### src/design/mpfv_pkg.sv
// Shared types, codes and pattern helpers for the memory pattern fill/verify block.
// No dependencies; imported by mpfv_out_fifo and memory_pattern_fill_verify.
`timescale 1ns / 1ps
`default_nettype none

package mpfv_pkg;

  // defaults for top level parameters
  localparam int MEMORY_BYTES_DEFAULT = 4194304;
  localparam int OFFSET_BITS_DEFAULT  = 28;

  // result queue
  localparam int FIFO_DEPTH = 4;
  localparam int PTR_W      = $clog2(FIFO_DEPTH);
  localparam int CNT_W      = $clog2(FIFO_DEPTH + 1);

  // configuration register indexes
  localparam int CFG_INDEX_W = 3;
  localparam logic [CFG_INDEX_W-1:0] REG_WINDOW_BASE       = 3'd0;
  localparam logic [CFG_INDEX_W-1:0] REG_REGION_TOP        = 3'd1;
  localparam logic [CFG_INDEX_W-1:0] REG_REGION_BOTTOM     = 3'd2;
  localparam logic [CFG_INDEX_W-1:0] REG_ACCESS_WIDTH      = 3'd3;
  localparam logic [CFG_INDEX_W-1:0] REG_START_FROM_BOTTOM = 3'd4;
  localparam logic [CFG_INDEX_W-1:0] REG_USER_PATTERN      = 3'd5;

  // input commands
  localparam logic CMD_START = 1'b0;
  localparam logic CMD_READ  = 1'b1;

  // fill codes
  localparam logic [7:0] FILL_NONE   = 8'h00;
  localparam logic [7:0] FILL_ZEROS  = 8'h10;
  localparam logic [7:0] FILL_ONES   = 8'h20;
  localparam logic [7:0] FILL_33     = 8'h30;
  localparam logic [7:0] FILL_CC     = 8'h40;
  localparam logic [7:0] FILL_55     = 8'h50;
  localparam logic [7:0] FILL_AA     = 8'h60;
  localparam logic [7:0] FILL_USER   = 8'h70;
  localparam logic [7:0] FILL_ADDR16 = 8'h80;
  localparam logic [7:0] FILL_ADDR32 = 8'h90;

  typedef enum logic [1:0] {
    KIND_READ  = 2'd0,
    KIND_WRITE = 2'd1,
    KIND_DONE  = 2'd2
  } kind_t;

  typedef enum logic [2:0] {
    ST_GOOD       = 3'd0,
    ST_BAD_RANGE  = 3'd1,
    ST_VERIFY_ERR = 3'd2,
    ST_FILL_ERR   = 3'd3,
    ST_BAD_CODE   = 3'd4
  } status_t;

  typedef struct packed {
    kind_t       kind;
    logic [31:0] address;
    logic [31:0] data_value;
    logic        wide;
    logic [31:0] observed;
    status_t     status;
    logic        last;
  } result_t;

  // results produced by one input beat, handed to the queue
  typedef struct packed {
    logic [1:0] count;
    result_t    r0;
    result_t    r1;
  } push_t;

  function automatic logic code_ok(logic [7:0] code);
    return (code[3:0] == 4'h0) && (code >= FILL_ZEROS) && (code <= FILL_ADDR32);
  endfunction

  function automatic logic unit_wide(logic [7:0] code, logic access_width);
    logic w;
    w = access_width;
    if (code == FILL_ADDR16) w = 1'b0;
    else if (code == FILL_ADDR32) w = 1'b1;
    return w;
  endfunction

  function automatic logic [31:0] unit_mask(logic [31:0] v, logic wide);
    return wide ? v : {16'h0000, v[15:0]};
  endfunction

  function automatic logic [31:0] fill_pattern(logic [7:0] code, logic [31:0] addr,
                                               logic [31:0] user);
    logic [31:0] p;
    unique case (code)
      FILL_ZEROS:  p = 32'h00000000;
      FILL_ONES:   p = 32'hFFFFFFFF;
      FILL_33:     p = 32'h33333333;
      FILL_CC:     p = 32'hCCCCCCCC;
      FILL_55:     p = 32'h55555555;
      FILL_AA:     p = 32'hAAAAAAAA;
      FILL_USER:   p = user;
      FILL_ADDR16: p = {16'h0000, addr[15:0]};
      default:     p = addr;
    endcase
    return p;
  endfunction

endpackage

`default_nettype wire

### src/design/mpfv_out_fifo.sv
// Result queue: takes up to two result beats per cycle, delivers one per cycle unless pop_stall holds it.
// Depends on mpfv_pkg (result_t, push_t, queue sizing).
`timescale 1ns / 1ps
`default_nettype none

module mpfv_out_fifo (
  input  wire logic             clk,
  input  wire logic             rst,
  input  wire mpfv_pkg::push_t  push,
  output logic                  room_for_two,
  output logic                  head_valid,
  output mpfv_pkg::result_t     head,
  input  wire logic             pop_stall
);
  import mpfv_pkg::*;

  result_t            entries [FIFO_DEPTH];
  logic [PTR_W-1:0]   wr_ptr;
  logic [PTR_W-1:0]   rd_ptr;
  logic [CNT_W-1:0]   count;
  logic               pop;
  logic [PTR_W-1:0]   wr_ptr_plus1;

  assign head_valid   = (count != '0);
  assign room_for_two = (count <= CNT_W'(FIFO_DEPTH - 2));
  assign pop          = head_valid && !pop_stall;
  assign head         = entries[rd_ptr];
  assign wr_ptr_plus1 = wr_ptr + PTR_W'(1);

  always_ff @(posedge clk) begin
    if (rst) begin
      wr_ptr <= '0;
      rd_ptr <= '0;
      count  <= '0;
    end else begin
      wr_ptr <= wr_ptr + PTR_W'(push.count);
      rd_ptr <= rd_ptr + PTR_W'(pop);
      count  <= count + CNT_W'(push.count) - CNT_W'(pop);
    end
  end

  always_ff @(posedge clk) begin
    if (push.count != 2'd0) begin
      entries[wr_ptr] <= push.r0;
    end
    if (push.count == 2'd2) begin
      entries[wr_ptr_plus1] <= push.r1;
    end
  end

endmodule

`default_nettype wire

### src/design/memory_pattern_fill_verify.sv
// Top level of the memory pattern fill/verify sequencer.
// Depends on mpfv_pkg and mpfv_out_fifo.
`timescale 1ns / 1ps
`default_nettype none

// A start beat (command 0) with a fill code launches a test of the configured region: if a
// previous fill is remembered the region is first read back and checked against it, then the
// new pattern is written and read back unit by unit. Each read data beat (command 1) answers
// the last read request. Every input beat is taken into an input register and resolved against
// the sequencer state; it yields zero, one or two result beats into a four-entry result queue.
// The input side accepts one beat per cycle as long as the queue has room for two results;
// verify beats give one result each, fill beats give a write and a read, so the output port
// sets the pace during the fill pass. No clearing pass is needed after reset.
module memory_pattern_fill_verify
  import mpfv_pkg::*;
#(
  parameter int MEMORY_BYTES = mpfv_pkg::MEMORY_BYTES_DEFAULT,
  parameter int OFFSET_BITS  = mpfv_pkg::OFFSET_BITS_DEFAULT
) (
  input  wire logic                             clk,
  input  wire logic                             rst,
  // configuration writes
  input  wire logic                             cfg_valid,
  output logic                                  cfg_ready,
  input  wire logic [mpfv_pkg::CFG_INDEX_W-1:0] cfg_index,
  input  wire logic [31:0]                      cfg_data,
  // input beats
  input  wire logic                             in_valid,
  output logic                                  in_stall,
  input  wire logic                             command,
  input  wire logic [7:0]                       fill_code,
  input  wire logic [31:0]                      read_value,
  // result beats
  output logic                                  out_valid,
  input  wire logic                             out_stall,
  output logic [1:0]                            request_kind,
  output logic [31:0]                           address,
  output logic [31:0]                           data_value,
  output logic                                  wide_access,
  output logic [31:0]                           observed_value,
  output logic [2:0]                            status,
  output logic                                  last
);

  localparam int OB = OFFSET_BITS;
  localparam logic [28:0] MEM_LIMIT = 29'(MEMORY_BYTES);

  typedef enum logic [2:0] {
    PH_IDLE   = 3'b001,
    PH_VERIFY = 3'b010,
    PH_FILL   = 3'b100
  } phase_t;

  // configuration
  logic [31:0] window_base;
  logic [27:0] region_top;
  logic [27:0] region_bottom;
  logic        access_width;
  logic        start_from_bottom;
  logic [31:0] user_pattern;

  // sequencer state
  phase_t        phase, phase_next;
  logic [OB-1:0] cur_off, cur_off_next;
  logic [7:0]    prev_code, prev_code_next;
  logic [7:0]    act_code, act_code_next;
  logic [31:0]   rem_user, rem_user_next;

  // input register
  logic        q_valid;
  logic        q_cmd;
  logic [7:0]  q_code;
  logic [31:0] q_rv;

  logic    process;
  logic    room_for_two;
  push_t   push;
  result_t head;

  assign cfg_ready = 1'b1;

  always_ff @(posedge clk) begin
    if (rst) begin
      window_base       <= '0;
      region_top        <= '0;
      region_bottom     <= '0;
      access_width      <= 1'b0;
      start_from_bottom <= 1'b0;
      user_pattern      <= '0;
    end else if (cfg_valid && cfg_ready) begin
      unique case (cfg_index)
        REG_WINDOW_BASE:       window_base       <= cfg_data;
        REG_REGION_TOP:        region_top        <= cfg_data[27:0];
        REG_REGION_BOTTOM:     region_bottom     <= cfg_data[27:0];
        REG_ACCESS_WIDTH:      access_width      <= cfg_data[0];
        REG_START_FROM_BOTTOM: start_from_bottom <= cfg_data[0];
        REG_USER_PATTERN:      user_pattern      <= cfg_data;
        default: ;
      endcase
    end
  end

  // input register refills whenever its beat is resolved in the same cycle
  assign process  = q_valid && room_for_two;
  assign in_stall = q_valid && !room_for_two;

  always_ff @(posedge clk) begin
    if (rst) begin
      q_valid <= 1'b0;
    end else if (!in_stall) begin
      q_valid <= in_valid;
    end
  end

  always_ff @(posedge clk) begin
    if (in_valid && !in_stall) begin
      q_cmd  <= command;
      q_code <= fill_code;
      q_rv   <= read_value;
    end
  end

  // datapath helpers
  logic        ver_wide, fill_wide, new_wide;
  logic        cur_wide, req_wide;
  logic [7:0]  cur_code, req_code;
  logic [31:0] req_user;
  logic [31:0] addr_cur, addr_new;
  logic [31:0] exp_val, obs_val, wr_data;
  logic [28:0] cur_ext;
  logic        at_end;
  logic        range_bad;
  logic        use_start;
  logic        begin_fill_now;
  logic [OB-1:0] off_new;
  logic [27:0]   req_unit;

  assign ver_wide  = unit_wide(prev_code, access_width);
  assign fill_wide = unit_wide(act_code, access_width);
  assign new_wide  = unit_wide(q_code, access_width);

  assign cur_wide = (phase == PH_FILL) ? fill_wide : ver_wide;
  assign cur_code = (phase == PH_FILL) ? act_code : prev_code;
  assign cur_ext  = 29'(cur_off);
  assign addr_cur = window_base + 32'(cur_off);
  assign exp_val  = unit_mask(fill_pattern(cur_code, addr_cur, rem_user), cur_wide);
  assign obs_val  = unit_mask(q_rv, cur_wide);

  always_comb begin
    if (start_from_bottom) begin
      at_end = cur_ext < ({1'b0, region_top} + (cur_wide ? 29'd4 : 29'd2));
    end else begin
      at_end = (cur_ext + (cur_wide ? 29'd8 : 29'd4)) > {1'b0, region_bottom};
    end
  end

  assign range_bad = ({1'b0, region_top} >= MEM_LIMIT) ||
                     ({1'b0, region_bottom} > MEM_LIMIT) ||
                     ({1'b0, region_bottom} < ({1'b0, region_top} + 29'd4));

  // what the next request looks like, for whichever branch ends up issuing one
  always_comb begin
    use_start      = 1'b0;
    begin_fill_now = 1'b0;
    req_wide       = cur_wide;
    req_code       = act_code;
    if (phase == PH_IDLE) begin
      use_start = 1'b1;
      if (prev_code == FILL_NONE) begin
        begin_fill_now = 1'b1;
        req_wide       = new_wide;
        req_code       = q_code;
      end else begin
        req_wide = ver_wide;
      end
    end else if (phase == PH_VERIFY && at_end) begin
      use_start      = 1'b1;
      begin_fill_now = 1'b1;
      req_wide       = fill_wide;
    end
  end

  assign req_user = begin_fill_now ? user_pattern : rem_user;
  assign req_unit = req_wide ? 28'd4 : 28'd2;

  always_comb begin
    if (use_start) begin
      off_new = start_from_bottom ? OB'(region_bottom - req_unit) : OB'(region_top);
    end else if (start_from_bottom) begin
      off_new = cur_off - OB'(req_unit);
    end else begin
      off_new = cur_off + OB'(req_unit);
    end
  end

  assign addr_new = window_base + 32'(off_new);
  assign wr_data  = unit_mask(fill_pattern(req_code, addr_new, req_user), req_wide);

  // result builders
  function automatic result_t mk_done(status_t st, logic [31:0] a, logic [31:0] e,
                                      logic w, logic [31:0] o);
    result_t r;
    r.kind       = KIND_DONE;
    r.address    = a;
    r.data_value = e;
    r.wide       = w;
    r.observed   = o;
    r.status     = st;
    r.last       = 1'b1;
    return r;
  endfunction

  function automatic result_t mk_req(kind_t k, logic [31:0] a, logic [31:0] d,
                                     logic w, logic l);
    result_t r;
    r.kind       = k;
    r.address    = a;
    r.data_value = d;
    r.wide       = w;
    r.observed   = '0;
    r.status     = ST_GOOD;
    r.last       = l;
    return r;
  endfunction

  always_comb begin
    phase_next     = phase;
    cur_off_next   = cur_off;
    prev_code_next = prev_code;
    act_code_next  = act_code;
    rem_user_next  = rem_user;
    push           = '0;
    if (process) begin
      if (q_cmd == CMD_START) begin
        if (phase == PH_IDLE) begin
          push.count = 2'd1;
          priority if (range_bad ||
                       (prev_code != FILL_NONE && !code_ok(prev_code))) begin
            push.r0 = mk_done(ST_BAD_RANGE, '0, '0, 1'b0, '0);
          end else if (!code_ok(q_code)) begin
            push.r0 = mk_done(ST_BAD_CODE, '0, '0, 1'b0, '0);
          end else if (begin_fill_now) begin
            act_code_next = q_code;
            rem_user_next = user_pattern;
            phase_next    = PH_FILL;
            cur_off_next  = off_new;
            push.count    = 2'd2;
            push.r0       = mk_req(KIND_WRITE, addr_new, wr_data, req_wide, 1'b0);
            push.r1       = mk_req(KIND_READ, addr_new, '0, req_wide, 1'b1);
          end else begin
            act_code_next = q_code;
            phase_next    = PH_VERIFY;
            cur_off_next  = off_new;
            push.r0       = mk_req(KIND_READ, addr_new, '0, req_wide, 1'b1);
          end
        end
      end else if (phase != PH_IDLE) begin
        if (obs_val != exp_val) begin
          prev_code_next = FILL_NONE;
          phase_next     = PH_IDLE;
          push.count     = 2'd1;
          push.r0 = mk_done((phase == PH_FILL) ? ST_FILL_ERR : ST_VERIFY_ERR,
                            addr_cur, exp_val, cur_wide, obs_val);
        end else if (phase == PH_FILL && at_end) begin
          prev_code_next = act_code;
          phase_next     = PH_IDLE;
          push.count     = 2'd1;
          push.r0        = mk_done(ST_GOOD, '0, '0, 1'b0, '0);
        end else if (phase == PH_FILL || begin_fill_now) begin
          if (begin_fill_now) begin
            rem_user_next = user_pattern;
          end
          phase_next   = PH_FILL;
          cur_off_next = off_new;
          push.count   = 2'd2;
          push.r0      = mk_req(KIND_WRITE, addr_new, wr_data, req_wide, 1'b0);
          push.r1      = mk_req(KIND_READ, addr_new, '0, req_wide, 1'b1);
        end else begin
          cur_off_next = off_new;
          push.count   = 2'd1;
          push.r0      = mk_req(KIND_READ, addr_new, '0, req_wide, 1'b1);
        end
      end
    end
  end

  always_ff @(posedge clk) begin
    if (rst) begin
      phase     <= PH_IDLE;
      cur_off   <= '0;
      prev_code <= FILL_NONE;
      act_code  <= FILL_NONE;
      rem_user  <= '0;
    end else begin
      phase     <= phase_next;
      cur_off   <= cur_off_next;
      prev_code <= prev_code_next;
      act_code  <= act_code_next;
      rem_user  <= rem_user_next;
    end
  end

  mpfv_out_fifo u_out_fifo (
    .clk          (clk),
    .rst          (rst),
    .push         (push),
    .room_for_two (room_for_two),
    .head_valid   (out_valid),
    .head         (head),
    .pop_stall    (out_stall)
  );

  assign request_kind   = head.kind;
  assign address        = head.address;
  assign data_value     = head.data_value;
  assign wide_access    = head.wide;
  assign observed_value = head.observed;
  assign status         = head.status;
  assign last           = head.last;

endmodule

`default_nettype wire
### config.mk
export PLATFORM = sky130hd
export DESIGN_NAME = memory_pattern_fill_verify
export DESIGN_NICKNAME = d
export VERILOG_FILES = /design/src/design/mpfv_pkg.sv /design/src/design/mpfv_out_fifo.sv /design/src/design/memory_pattern_fill_verify.sv
export SDC_FILE = /design/constraint.sdc
export NUM_CORES = 2
export LEC_CHECK = 0
export ABC_AREA = 1
export BUFFER_PORTS_ARGS = -buffer_cell sky130_fd_sc_hd__buf_2
export CAP_MARGIN = 15
export CORE_MARGIN = 8
export CORE_UTILIZATION = 44
export CTS_BUF_LIST = sky130_fd_sc_hd__clkbuf_8
export DETAILED_ROUTE_END_ITERATION = 12
export GPL_TIMING_DRIVEN = 0
export PLACE_DENSITY = 0.6
export SYNTH_ARGS = -nofsm -noshare
export SYNTH_HDL_FRONTEND = slang
export SYNTH_SLANG_ARGS = --single-unit
### constraint.sdc
create_clock -name clk -period 12.15 [get_ports clk]
set_input_delay 3.645 -clock clk [delete_from_list [all_inputs] [get_ports clk]]
set_output_delay 3.645 -clock clk [all_outputs]
set_load 0.01 [all_outputs]
==> reports/qor.yml <==
outcome: "completed"
num_vias: 47300
netlist_area_sq_um: 43100
async_flop_share_pct: 0
cts_max_level: 3
fmax_mhz: 87.1
start_util_pct: 44.5
ir_drop_mv: 0.104
ys_seq_area_share_pct: 34.9
synthCells: 6502
holdWs_ns: 0.456
layout_commonest_cell: "nand2_1"
synth_edf_count: 177
synth_area_leaders: "dfxtp_1, nand2_1, edfxtp_1, nand3_1, o21ai_0"
nNetsFinal: 7088
numCtsBuffers: 116
drt_iter0_markers: 5444
clock-skew-final_ns: 0.0493
portBuffers: 184
reg2reg_slack_ns: 0.67
yosys_warnings: 0
place_congestion: 1.08
cts.reportedPaths.clkPinSlew_ns: 0.06
ys_seq_elements: 662
cp_max_fo: 13
route.detailed.drc: 0
cts.path.max_buffers: 3
slew_violations: 0
die_w_microns: 329
final_cell_mix: "nand2_1, nand3_1, inv_1"
dieArea_sq_um: 108000
cap_violations: 0
grt_pass1_vias: 43400
critical_path_class: "flop to flop"
fin_crit_sh_pct: 94.5
endpoint: "u_out_fifo.entries[3][58]"
tightest_slew_ns: 1.30
rows: 114
drive_gt1_share_pct: 8.11
yosysTopAreaCellShare_pct: 22.5
routed_via_density: 5.77
routed_wl_mm: 198
worst-r2r-cell-count: 61
yosys.area.top_type: "dfxtp_1"
antenna_found_initial: 5
crit_path_top_delay_cell: "o21ai_1"
drt-wirelength-per-cell_microns: 24.2
timing.final.hold_violations: 0
power_mw: 7.95
timing.rr.start: "phase[1]"
cts_root_buf: "clkbuf_8"
relSlewSlack_pct: 13.3
final_util_pct: 50.0
min-delay-path-class: "flop to flop"
ys.flop_type: "dfxtp_1"
synth_nets: 6768
drt-pass1-iter-count: 8
die_h_microns: 329
area_delta_synth_final_pct: 12.5
final_antenna_net_count: 0
critPathRequiredTime_ns: 12.88
io_pins: 187
dp_cells: 7969
syn_avg_cell_area_sq_um: 6.63
powerDensity_nw_per_um2: 164
globalRouteTotalUtil_pct: 35.0
power.leakage_nw: 22.4
numClockSinks: 662
crit_arrival_ns: 12.21
core_sq_um: 96900
cts_hold_buf: 0
synth.distinct_cells: 64
cp_slowest_stage_delay_ns: 0.59
post-dp-hpwl_mm: 160
endpoint_kind: "flop"
insertion_delay_ns: 0.83
crit_path_start_kind: "flop"
min_period_ns: 11.48
setup_tns_ns: 0
cp-startpoint: "phase[1]"
grt_max_degree: 33
overflow: 0
setup_viol_count_final: 0
cts_tree: "built"
grt_pass1_wl_mm: 284
stdcell_count: 8200
r2r-end: "u_out_fifo.entries[3][58]"
[worst max-delay path, delay by kind of cell (launching register included)]
| kind | cells | cell delay (ns) |
|---|---|---|
| AOI/OAI and AO/OA | 5 | 1.54 |
| buffers and inverters | 14 | 1.89 |
| DFF | 1 | 0.39 |
| and+or+nand+nor | 33 | 4.92 |
| adders and majority gates | 6 | 1.95 |
| xor gates and xnor gates | 3 | 0.64 |
[worst min-delay path by stage]
stage	slack, ns	endpoint	start	cells after the start
after floorplan	0.43	user_pattern[0]	user_pattern[0]	2
after global placement	0.45	user_pattern[20]	user_pattern[20]	2
after detailed placement	0.45	user_pattern[0]	user_pattern[0]	2
after CTS	0.46	user_pattern[0]	user_pattern[0]	2
after global routing	0.47	user_pattern[16]	user_pattern[16]	2
final	0.46	user_pattern[0]	user_pattern[0]	2
[state kept, by name, summed over array words and instances (netlist names)]
register,flops
access_width,1
act_code,8
cur_off,28
phase,3
prev_code,8
q_cmd,1
q_code,8
q_rv,32
q_valid,1
region_bottom,28
region_top,28
rem_user,32
start_from_bottom,1
u_out_fifo.count,3
u_out_fifo.entries,412
u_out_fifo.rd_ptr,2
u_out_fifo.wr_ptr,2
user_pattern,32
window_base,32
[synth_stat cells, types with 17 or more instances]
cell type / number
nor3_1: 51
a21oi_1: 367
ha_1: 179
o21ai_0: 595
xor2_1: 93
o21ai_1: 141
nand3b_1: 19
edfxtp_1: 177
dfxtp_1: 485
o22ai_1: 72
nand4_1: 120
nand2_1: 1596
xnor2_1: 36
nor2_1: 621
inv_1: 650
buf_1: 34
buf_2: 47
o211ai_1: 17
clkbuf_1: 262
nand3_1: 732
[cells by family (layout without fill, tap and decap cells)]
logic type,Yosys count,in the layout,synth area share (%)
flops,662,662,34.9
other cells,1,7,0.00870
xor+xnor,129,129,2.62
fa+ha+maj,185,185,5.48
mux,1,1,0.0232
compound gates,1277,1277,15.7
simple gates,3211,3211,31.9
buf+inv,1036,1452,9.39
[area by class of cell]
cell class	count	area, sq um
Antenna cell	6	15.0
Buffer	362	1550
Clock buffer	134	1840
Clock inverter	80	494
Fill cell	10300	48400
Inverter	673	2530
Multi-Input combinational cell	4804	24200
Sequential cell	662	15000
Tap cell	1276	1600
Timing Repair Buffer	203	1150
[through the flow]
| stage | setup WS [ns] | area (sq um) |
|---|---|---|
| after floorplan | 2.07 | 43100 |
| after global placement | -3.29 | 45600 |
| after detailed placement | -3.38 | 45800 |
| after CTS | 0.0417 | 48200 |
| after global routing | -0.0136 | 48400 |
| final | 0.670 | 48500 |
[per-layer routing]
| metal | global-route usage [%] | wire (microns) | vias up |
|---|---|---|---|
| met1 | 47.3 | 83400 | 22200 |
| met5 | 0 | 0 | - |
| li1 | - | - | 22200 |
| met2 | 54.0 | 85000 | 2432 |
| met4 | 17.1 | 11300 | 0 |
| met3 | 6.22 | 18500 | 504 |
[where the power goes]
part           switching, mW  internal, mW
combinational           2.45         0.841
clock                  0.999          1.13
sequential            0.0948          2.44
[repair_timing]
action                     CTS  global route
setup endpoints to repair  249           175
cloned                       0             0
gates resized for setup     30            49
buffers inserted             3             9
pin swaps                    2             8
(Power assumes the default switching activity.)
